`src/sv/lzss_byte_decompressor_macros.svh`:
```
// assertion macros for the lzss byte decompressor
// expects clk and rst_n in the scope where the macros are used
`ifndef LZSS_BYTE_DECOMPRESSOR_MACROS_SVH
`define LZSS_BYTE_DECOMPRESSOR_MACROS_SVH
`ifndef NO_ASSERTIONS
`define LZBD_ASSERT_IMPL(lbl, ante, cons) \
  lbl: assert property (@(posedge clk) disable iff (!rst_n) (ante) |-> (cons)) \
    else $error("lzbd: same-cycle check failed");
`define LZBD_ASSERT_NEXT(lbl, ante, cons) \
  lbl: assert property (@(posedge clk) disable iff (!rst_n) (ante) |=> (cons)) \
    else $error("lzbd: next-cycle check failed");
`else
`define LZBD_ASSERT_IMPL(lbl, ante, cons)
`define LZBD_ASSERT_NEXT(lbl, ante, cons)
`endif
`endif

```
`src/sv/lzbd_pkg.sv`:
```
// shared types and constants for the lzss byte decompressor
// no dependencies
`default_nettype none
package lzbd_pkg;

  localparam int WIN_AW    = 12;
  localparam int WIN_DEPTH = 4096;
  localparam int FILL_W    = WIN_AW + 1;
  localparam int CNT_W     = 5;
  localparam logic [3:0] FLAGS_PER_HEADER = 4'd8;

  typedef enum logic [1:0] {
    PH_HEADER = 2'd0,
    PH_TOKEN  = 2'd1,
    PH_HIGH   = 2'd2
  } phase_t;

  typedef enum logic [1:0] {
    IC_NONE = 2'd0,
    IC_LIT  = 2'd1,
    IC_COPY = 2'd2,
    IC_END  = 2'd3
  } item_class_t;

  typedef enum logic [2:0] {
    ST_IDLE    = 3'd0,
    ST_LIT     = 3'd1,
    ST_COPY_RD = 3'd2,
    ST_COPY_WR = 3'd3,
    ST_END     = 3'd4
  } ctl_state_t;

  typedef struct packed {
    logic accept;
    logic rd;
    logic emit_lit;
    logic emit_copy;
    logic emit_end;
  } dp_cmd_t;

  typedef struct packed {
    item_class_t cls;
    logic        slot_free;
    logic        copy_last;
  } dp_status_t;

endpackage
`default_nettype wire

```
`src/sv/lzbd_ctrl.sv`:
```
// sequencing controller for the lzss byte decompressor
// depends on lzbd_pkg
`default_nettype none
module lzbd_ctrl (
  input  wire logic               clk,
  input  wire logic               rst_n,
  input  wire logic               in_valid,
  output logic                    in_ready,
  input  wire lzbd_pkg::dp_status_t status,
  output lzbd_pkg::dp_cmd_t       cmd
);

  lzbd_pkg::ctl_state_t st_r, st_nxt;

  always_ff @(posedge clk) begin
    if (!rst_n) begin
      st_r <= lzbd_pkg::ST_IDLE;
    end else begin
      st_r <= st_nxt;
    end
  end

  always_comb begin
    st_nxt   = st_r;
    cmd      = '0;
    in_ready = 1'b0;
    unique case (st_r)
      lzbd_pkg::ST_IDLE: begin
        in_ready = 1'b1;
        if (in_valid) begin
          cmd.accept = 1'b1;
          unique case (status.cls)
            lzbd_pkg::IC_LIT:  st_nxt = lzbd_pkg::ST_LIT;
            lzbd_pkg::IC_COPY: st_nxt = lzbd_pkg::ST_COPY_RD;
            lzbd_pkg::IC_END:  st_nxt = lzbd_pkg::ST_END;
            default:           st_nxt = lzbd_pkg::ST_IDLE;
          endcase
        end
      end
      lzbd_pkg::ST_LIT: begin
        if (status.slot_free) begin
          cmd.emit_lit = 1'b1;
          st_nxt       = lzbd_pkg::ST_IDLE;
        end
      end
      lzbd_pkg::ST_COPY_RD: begin
        cmd.rd = 1'b1;
        st_nxt = lzbd_pkg::ST_COPY_WR;
      end
      lzbd_pkg::ST_COPY_WR: begin
        if (status.slot_free) begin
          cmd.emit_copy = 1'b1;
          st_nxt = status.copy_last ? lzbd_pkg::ST_IDLE : lzbd_pkg::ST_COPY_RD;
        end
      end
      lzbd_pkg::ST_END: begin
        if (status.slot_free) begin
          cmd.emit_end = 1'b1;
          st_nxt       = lzbd_pkg::ST_IDLE;
        end
      end
      default: st_nxt = lzbd_pkg::ST_IDLE;
    endcase
  end

endmodule
`default_nettype wire

```
`config.mk`:
```
export PLATFORM = sky130hd
export DESIGN_NAME = lzbd_ctrl
export DESIGN_NICKNAME = d
export VERILOG_FILES = /design/src/sv/lzss_byte_decompressor_macros.svh /design/src/sv/lzbd_pkg.sv /design/src/sv/lzbd_ctrl.sv
export SDC_FILE = /design/constraint.sdc
export NUM_CORES = 1
export LEC_CHECK = 0
export BUFFER_PORTS_ARGS = -buffer_cell sky130_fd_sc_hd__buf_2
export CAP_MARGIN = 15
export CORE_AREA = 10 10 47 49
export DETAILED_ROUTE_END_ITERATION = 7
export DIE_AREA = 0 0 57 59
export GPL_ROUTABILITY_DRIVEN = 0
export PLACE_DENSITY = 0.46
export SLEW_MARGIN = 0
export SYNTH_ARGS = -nofsm -noshare
export SYNTH_HDL_FRONTEND = slang
export SYNTH_SLANG_ARGS = --single-unit
```
`constraint.sdc`:
```
create_clock -name clk -period 2.5 [get_ports clk]
set_clock_uncertainty 0.15 [all_clocks]
set_input_delay 0.5 -clock clk [delete_from_list [all_inputs] [get_ports clk]]
set_output_delay 0.5 -clock clk [all_outputs]
set_load 0.01 [all_outputs]
```
==> summary.txt, run 1 <==
Cells and area
  • Final Instance Area: between 200 and 300 sq um
  • Final nets: 48
  • Core Util, Final: 0.2027
  • Largest register FFs: 3
  • # fillers: around 160
  • Layout area overhead: 59.86%
  • Layout cells sized above 1: 0.3750
  • ANT cells: 0
  • Largest regs: st_r x3
  • Top reg by flops: st_r

Detailed routing
  • Iter 0 DRT Violations: 5
  • Post-DRT Antenna Nets: 0
  • Via/cell ratio: 3.893
  • Avg WL per Cell: 10.66 um
  • Via total after detailed routing: 218
  • Detailed Route WL: roughly 600 um
  • First-pass DRT Iterations: 2
  • DRC: 0

Setup path
  • WP data required: 1.85 ns
  • Critical path cell sequence: or2b_1 -> nor2_1 -> buf_2
  • WP buf/inv: 1
  • Crit path max-delay cell type: dfxtp_1
  • Delay-heaviest family, CP: flip-flops
  • Setup CP Type: reg -> out
  • Critical path startpoint category: flip-flop
  • Critical path launch point: st_r[1]
  • R2R Setup Slk: 1.32 ns
  • Crit Path Max Fanout: 6
  • R2R cell count: 3
  • Crit path DAT: approximately 1.1 ns
  • RR Startpoint: st_r[0]
  • Worst Setup EP: cmd[1]
  • Reg2reg end: st_r[1]
  • Critical Path Max Stage Delay: 0.40 ns
  • Number of cells on the critical path: 3
  • Crit end category: primary output

Die
  • Initial Utilization: 0.1268
  • Chip Width: around 57 um
  • Die area: ~3400 sq um
  • Core Box Area: approximately 1400 sq um
  • # IOs: 13
  • Die Height: 59 um
  • Rows: 14

Clock tree
  • CTS Buf Count: 3
  • CTS Buffer Depth: 2
  • CTS tree: done
  • CTS Sinks: 3
  • Clk_lat worst skew: 0.23 ns
  • CTS Hold Buffers Added: 0
  • Post-CTS Setup Inserts: 0
  • Resize count post-CTS: 0
  • H-tree depth: 1
  • CTS Root Cell: clkbuf_4
  • Reg clk slew, reported paths: 0.04 ns

Place
  • Port bufs: 12
  • Area of placed instances: 257.7 sq um
  • Dpl hpwl: between 400 and 500 um

Min path
  • Worst Hold Class: in -> reg

Yosys
  • Cells after synthesis: 24
  • Synth Area in XOR/XNOR: 0
  • Seq cells post-synth: 3
  • Combinational family with the most area after synthesis: simple AND/OR/NAND/NOR gates
  • Mean Syn Cell Area: 7.403 sq um
  • Post-Synth Adder-Cell Area: 0
  • Post-synthesis cell area: 177.7 sq um
  • Post-synthesis net count: 31
  • Post-synth top area share: 0.3380
  • Synth area leader: dfxtp_1
  • Mux cell area share after synthesis: 0.05634
  • YS warnings: 0
  • Synth cell types: 14
  • Top cells by area, synth: dfxtp_1, nor2_1, and3_1
  • Post-synthesis sequential area ratio: 0.3380
  • Synth Area in Compound Gates: 0.1479
  • Post-Synth Simple-Gate Area: 0.4366

Power
  • Leak: 0.1440 nW
  • Max IR drop VDD: 0.00009322 V
  • Power Density: just over 600 nW/um^2

Global routing
  • First-pass GRT wire length: 917 um
  • All-Layer GR Usage: 0.03926
  • Initial antenna violation count: 0
  • Vias in the first global route: roughly 220
  • Pin count of the biggest net entering global routing: 8
  • Grt total ovfl: 0

Run status
  • Status: finished, final reports clean

STA
  • RSZ-0062 raised after global routing: false
  • Min cycle time layout: 1.788 ns
  • Final setup viols: 0
  • Pins Over Slew Limit: 0
  • Worst slew pin tran: 0.2984 ns
  • Tcrit/Tclk final: 0.7150
  • Slew margin rel.: 0.8006
  • Maximum clock frequency: 559.4 MHz
  • Final setup TNS: 0 ns
  • Hold Fails Final Rpt: 0

Job
  • Max-cap viol count: 0
-- worst reg2reg max path: stages, from the launching register on --
cell and delay (ns):
dfxtp_1 0.35, nor2_1 0.12, a31oi_1 0.10, a2111oi_1 0.35
-- final cells by class --
type / count / area, sq um / share of cell area
multi-input cells: 20 / 113.9 / 0.4009
flip-flops and latches: 3 / 60.06 / 0.2115
repair buffers: 12 / 60.06 / 0.2115
clock buffers: 4 / 26.28 / 0.09251
well taps: 16 / 20.02 / 0.07048
inverters: 1 / 3.754 / 0.01322
-- power breakdown --
part	total [mW]	internal, mW	switching, mW
logic	0.0318	0.0154	0.0164
clock network	0.0861	0.0599	0.0262
registers	0.0562	0.0512	0.00495
total	0.174	0.127	0.0476
-- cells by family after synthesis --
| group | Yosys count |
|---|---|
| AO/OA/AOI/OAI | 4 |
| buffers and inverters | 1 |
| flip-flops | 3 |
| multiplexers | 1 |
| AND/OR/NAND/NOR | 15 |
-- cells in the mapped netlist --
library cell  count
mux2i_1           1
and2_1            1
a31oi_1           1
inv_1             1
or2b_1            1
nor2_1            4
nand3_1           1
a2111oi_1         1
and3_1            2
dfxtp_1           3
nor3_1            2
o21ai_0           2
and4b_1           1
nand2_1           3
-- metrics by stage --
stage / cells / hold slack, ns / power, mW / setup WS [ns]
CTS: 56 / 0.3608 / 0.1798 / 0.6936
global route: 56 / 0.3749 / 0.1870 / 0.6254
global placement: 52 / 0.4199 / 0.09001 / 0.8623
finish: 56 / 0.3683 / 0.1741 / 0.7124
floorplan: 24 / 0.3480 / 0.07249 / 0.9286
detailed placement: 52 / 0.4005 / 0.08914 / 0.8277
-- layer usage --
layer / part of all wire / vias to the layer above / GRT usage
met4: 0 / 0 / 0.05034
met2: 0.40 / 9 / 0.03721
li1: - / 119 / -
met3: 0.12 / 0 / 0.04077
met1: 0.47 / 90 / 0.03901
met5: 0 / - / 0
-- how the worst min path moves through the flow --
| stage | startpoint | end | slack [ns] | cells past startpoint |
|---|---|---|---|---|
| global route | rst_n | st_r[2] | 0.37 | 2 |
| detailed placement | st_r[2] | st_r[1] | 0.40 | 1 |
| finish | rst_n | st_r[1] | 0.37 | 3 |
| global placement | st_r[2] | st_r[1] | 0.42 | 1 |
| CTS | rst_n | st_r[1] | 0.36 | 3 |
| floorplan | st_r[2] | st_r[1] | 0.35 | 1 |
-- cell usage in the layout (no fill, tap or decap), drive strengths merged --
cell type / instances
and4b: 1
nor3: 2
nand2: 3
and2: 1
o21ai: 2
dfxtp: 3
a31oi: 1
and3: 2
or2b: 1
inv: 1
clkbuf: 4
buf: 12
mux2i: 1
a2111oi: 1
nor2: 4
nand3: 1
Note: power is estimated with default switching activity, not from simulation.
==> inputs of run 2 (changes only) <==
- PLACE_DENSITY: 0.46 -> 0.47
- clock period: 2.5 -> 1.49 ns (I/O delays scaled with it)
==> run 2 against run 1 <==
The flow now finishes with violations (negative setup slack). Worst setup slack lost 0.74 ns. Final area rose by 4.8%. Sequential power rose by 68%. Worst hold slack worse by 0.20 ns. Combinational power increased by 72%. Largest power group unchanged.
==> summary.txt, run 2 (same netlist as run 1, synthesis figures left out) <==
Run status
  • Status: complete, but fails checks
  • Failing checks: negative setup slack

Place
  • Port bufs: 12
  • Area of placed instances: 257.7 sq um
  • Inst Count DP: 52

Die
  • Die Height: 59 um
  • # IOs: 13
  • Initial Utilization: 0.1268
  • Core Box Area: 1401 sq um
  • Chip Width: 57 um
  • Rows: 14
  • Die area: 3363 sq um

Cells and area
  • Core Util, Final: 0.2125
  • Top reg by flops: st_r
  • Layout cells sized above 1: 0.4750
  • Largest register FFs: 3
  • Most frequent cells in the layout: buf_2, nor2_1, nand2_1, clkbuf_4
  • ANT cells: 0
  • Final Instance Area: 297.8 sq um
  • Layout area overhead: 67.61%
  • Final nets: 48
  • Largest regs: st_r x3
  • Most common cell after layout, fill and taps aside: buf_2
  • Fin cells: 56

Global routing
  • Pin count of the biggest net entering global routing: 8
  • Grt total ovfl: 0
  • Initial antenna violation count: 0
  • Vias in the first global route: 227
  • First-pass GRT wire length: 938 um
  • All-Layer GR Usage: 0.03881

Setup path
  • Reg2reg end: st_r[1]
  • Critical Path Max Stage Delay: 0.36 ns
  • RR Startpoint: st_r[0]
  • Number of cells on the critical path: 3
  • Critical path launch point: st_r[1]
  • WP buf/inv: 1
  • Crit Path Max Fanout: 6
  • Crit end category: primary output
  • Worst Setup EP: cmd[1]
  • WP data required: 1.04 ns
  • Setup CP Type: reg -> out
  • R2R Setup Slk: 0.30 ns
  • Delay-heaviest family, CP: flip-flops
  • R2R cell count: 3
  • Crit path DAT: roughly 1.1 ns
  • Critical path startpoint category: flip-flop
  • Critical path cell sequence: or2b_1 -> nor2_1 -> buf_2
  • Crit path max-delay cell type: dfxtp_4

Detailed routing
  • Via/cell ratio: 3.929
  • Via total after detailed routing: between 200 and 250
  • Avg WL per Cell: approximately 11 um
  • Iter 0 DRT Violations: 11
  • Post-DRT Antenna Nets: 0
  • Detailed Route WL: 593 um
  • First-pass DRT Iterations: 2
  • DRC: 0

Power
  • Max IR drop VDD: around 0.00023 V
  • Sw frac: 0.2632
  • Power Density: about 970 nW/um^2
  • Leak: approximately 0.15 nW
  • Sw Pwr: 0.07608 mW
  • Cell-internal power: 0.2130 mW
  • Sequential share of power: 0.327
  • Combinational Power Share: 0.189
  • Clk pwr share: 0.484
  • Pwr Total: ~0.29 mW

STA
  • Hold Fails Final Rpt: 0
  • Hold_ws: 0.1639 ns
  • Tcrit/Tclk final: 1.016
  • Worst slew pin tran: 0.3310 ns
  • Final setup viols: 2
  • Pins Over Slew Limit: 0
  • Maximum clock frequency: 660.8 MHz
  • RSZ-0062 raised after global routing: true
  • Min cycle time layout: 1.513 ns
  • Slew margin rel.: 0.7788
  • Fin worst setup slack: -0.02341 ns

Clock tree
  • Reg clk slew, reported paths: 0.04 ns
  • CTS Buffer Depth: 2
  • CTS Sinks: 3
  • CTS Hold Buffers Added: 0
  • H-tree depth: 1
  • Post-CTS Setup Inserts: 0
  • CTS Root Cell: clkbuf_4
  • Clk_lat worst skew: 0.23 ns
  • CTS tree: done
  • CTS Buf Count: 3

Min path
  • Hold Path Origin: rst_n
  • Hold path depth: 3
  • Worst Hold Class: in -> reg

Job
  • Max-cap viol count: 0
==> run 2: changes by cell type in the layout (fill, tap and decap cells not counted) <==
| cell | previous run | this run |
|---|---|---|
| dfxtp_1 | 3 | 0 |
| dfxtp_2 | 0 | 1 |
| dfxtp_4 | 0 | 2 |
| nor3_1 | 2 | 1 |
| nor3_2 | 0 | 1 |
==> run 2: area by class of cell <==
cell class	instances	area (sq um)
Clock buffer	4	26.28
Tap cell	16	20.02
Multi-Input combinational cell	20	118.9
Inverter	1	3.754
Fill cell	173	1104
Timing Repair Buffer	12	60.06
Sequential cell	3	68.82
==> run 2: timing repair <==
item                                    CTS  global route
gates resized for setup                   5             1
endpoints found under the setup margin    5             5
pin swaps                                 1             1
==> run 2: worst min-delay path by stage <==
stage | end | slack, ns
5_1_grt | st_r[1] | 0.15
4_1_cts | st_r[1] | 0.15
3_3_place_gp | st_r[1] | 0.40
3_5_place_dp | st_r[1] | 0.41
2_1_floorplan | st_r[1] | 0.27
6_report | st_r[1] | 0.16
==> run 2: routing by layer <==
| layer | routed length [um] | global-route usage | vias to the layer above |
|---|---|---|---|
| met3 | 36 | 0.01931 | 2 |
| met1 | 325 | 0.04841 | 89 |
| met4 | 24 | 0.06040 | 0 |
| met2 | 206 | 0.03411 | 11 |
| li1 | - | - | 118 |
| met5 | 0 | 0 | - |
==> run 2: power groups by stage <==
stage | Clock, mW | Sequential, mW | Combinational, mW
floorplan | 0 | 0.0930 | 0.0286
global placement | 0 | 0.0951 | 0.0544
detailed placement | 0 | 0.0951 | 0.0546
CTS | 0.148 | 0.0949 | 0.0559
global route | 0.159 | 0.0963 | 0.0625
finish | 0.140 | 0.0946 | 0.0546
==> run 2: per-stage QoR <==
stage           TNS, ns  setup slack [ns]
6_report       -0.02367          -0.02341
2_1_floorplan         0            0.1206
4_1_cts        -0.07012          -0.03568
3_3_place_gp          0            0.1659
3_5_place_dp          0            0.1477
5_1_grt         -0.3674           -0.1002
==> run 2: worst min-delay path, cell delays in order <==
cell and delay [ns]:
buf_2 0.11, inv_1 0.05, a2111oi_1 0.04
==> inputs of run 3 (changes only) <==
- SETUP_SLACK_MARGIN: unset -> 0.02
- TNS_END_PERCENT: unset -> 20
==> run 3 against run 2 <==
The flow still finishes with violations (negative setup slack). Utilization did not move. Critical path depth did not move. Clock-buffer cell count did not move. Non-clock buffer count did not move. Final cell count did not move. Die area did not move. Register-to-register slack barely moved. Final area did not move. Fmax barely moved. Via count rose by 2.3%. Worst hold slack barely moved. Worst setup slack got worse by 0.00087 ns. Highest routed layer unchanged.
==> summary.txt, run 3 (same netlist as run 1, synthesis figures left out) <==
Global routing
  • Vias in the first global route: around 230
  • All-Layer GR Usage: 0.03881
  • Initial antenna violation count: 0
  • First-pass GRT wire length: 938 um
  • Grt total ovfl: 0
  • Pin count of the biggest net entering global routing: 8

Detailed routing
  • First-pass DRT Iterations: 4
  • Avg WL per Cell: 10.63 um
  • Iter 0 DRT Violations: 12
  • Post-DRT Antenna Nets: 0
  • DRC: 0
  • Via total after detailed routing: 225
  • Via/cell ratio: 4.018
  • Detailed Route WL: between 500 and 600 um

Cells and area
  • Largest regs: st_r x3
  • Core Util, Final: 0.2125
  • Largest register FFs: 3
  • Most frequent cells in the layout: buf_2, nor2_1, nand2_1, clkbuf_4
  • ANT cells: 0
  • Layout area overhead: 67.61%
  • Most common cell after layout, fill and taps aside: buf_2
  • Layout cells sized above 1: 0.4750
  • # fillers: 173
  • Fin cells: 56
  • Final Instance Area: 297.8 sq um
  • Final nets: 48
  • Top reg by flops: st_r

STA
  • Pins Over Slew Limit: 0
  • Hold Fails Final Rpt: 0
  • Final setup TNS: -0.02541 ns
  • Worst slew pin tran: about 0.33 ns
  • Fin worst setup slack: -0.02427 ns
  • Slew margin rel.: 0.7797
  • Final setup viols: 2
  • Tcrit/Tclk final: 1.016
  • RSZ-0062 raised after global routing: true
  • Min cycle time layout: around 1.5 ns
  • Maximum clock frequency: 660.4 MHz

Setup path
  • Critical Path Max Stage Delay: 0.36 ns
  • Critical path cell sequence: or2b_1 -> nor2_1 -> buf_2
  • Setup CP Type: reg -> out
  • RR Startpoint: st_r[0]
  • Crit path max-delay cell type: dfxtp_4
  • R2R Setup Slk: 0.30 ns
  • Crit end category: primary output
  • Crit path DAT: 1.07 ns
  • Critical path startpoint category: flip-flop
  • R2R cell count: 3
  • Reg2reg end: st_r[1]
  • Crit Path Max Fanout: 6
  • WP data required: 1.04 ns

Power
  • Cell-internal power: between 0.2 and 0.25 mW
  • Sw frac: 0.2655
  • Pwr Total: between 0.2 and 0.3 mW
  • Combinational Power Share: 0.188
  • Clk pwr share: 0.486
  • Sequential share of power: 0.326
  • Max IR drop VDD: 0.0002366 V
  • Power Density: roughly 970 nW/um^2
  • Sw Pwr: 0.07699 mW
  • Leak: between 0.1 and 0.15 nW

Die
  • Die area: 3363 sq um
  • Initial Utilization: 0.1268
  • # IOs: 13
  • Die Height: 59 um
  • Core Box Area: about 1400 sq um
  • Chip Width: 57 um
  • Rows: 14

Place
  • Area of placed instances: 257.7 sq um
  • Inst Count DP: 52
  • Port bufs: 12

Job
  • Max-cap viol count: 0

Min path
  • Hold path depth: 3
  • Hold Path Origin: rst_n
  • Hold Path End: st_r[1]
  • Worst Hold Class: in -> reg

Clock tree
  • CTS Sinks: 3
  • Clk_lat worst skew: about 0.23 ns
  • CTS Hold Buffers Added: 0
  • Post-CTS Setup Inserts: 0
  • Reg clk slew, reported paths: 0.04 ns
  • CTS Root Cell: clkbuf_4
  • H-tree depth: 1
  • CTS Buf Count: 3
  • CTS tree: done
  • CTS Buffer Depth: 2

Run status
  • Failing checks: negative setup slack
  • Status: complete, but fails checks
-- run 3: what timing repair did --
item                       4_1_cts  5_1_grt
cloned                           0        0
gates resized for setup          6        0
setup endpoints to repair        6        5
pin swaps                        1        0
-- run 3: area by class of cell --
cell class                 count  area (sq um)  share of cell area
multi-input combinational     20         118.9              0.3992
tap                           16         20.02             0.06723
clock buffer                   4         26.28             0.08824
sequential                     3         68.82              0.2311
timing repair buffer          12         60.06              0.2017
inverter                       1         3.754             0.01261
-- run 3: routing by layer --
metal  GRT usage  vias up  routed length (um)
met4     0.06040        0                  24
met1     0.04841       91                 314
met3     0.01931        2                  43
met2     0.03411       15                 211
li1            -      117                   -
met5           0        -                   0
-- run 3: critical path, delay by kind of cell, from the launching register on --
| kind | cells | cell delay, ns |
|---|---|---|
| flops | 1 | 0.36 |
| buf+inv | 1 | 0.14 |
| simple gates | 2 | 0.34 |
-- run 3: worst max path at each step --
| stage | from | cells after the start | endpoint |
|---|---|---|---|
| after global placement | st_r[1] | 3 | cmd[1] |
| after floorplan | st_r[2] | 2 | cmd[4] |
| after CTS | st_r[1] | 3 | cmd[1] |
| after detailed placement | st_r[1] | 3 | cmd[1] |
| final | st_r[1] | 3 | cmd[1] |
| after global routing | st_r[1] | 3 | cmd[1] |
-- run 3: power by group through the flow --
stage	Combinational (mW)	Sequential (mW)	Clock [mW]
3_3_place_gp	0.0544	0.0951	0
6_report	0.0545	0.0945	0.141
5_1_grt	0.0625	0.0963	0.159
4_1_cts	0.0559	0.0944	0.148
3_5_place_dp	0.0546	0.0951	0
2_1_floorplan	0.0286	0.0930	0
-- run 3: per-stage QoR --
stage                     hold slack, ns  setup WS [ns]
after floorplan                   0.2711         0.1206
after CTS                         0.1513       -0.03555
final                             0.1638       -0.02427
after global routing              0.1546        -0.1008
after detailed placement          0.4064         0.1477
after global placement            0.4000         0.1659
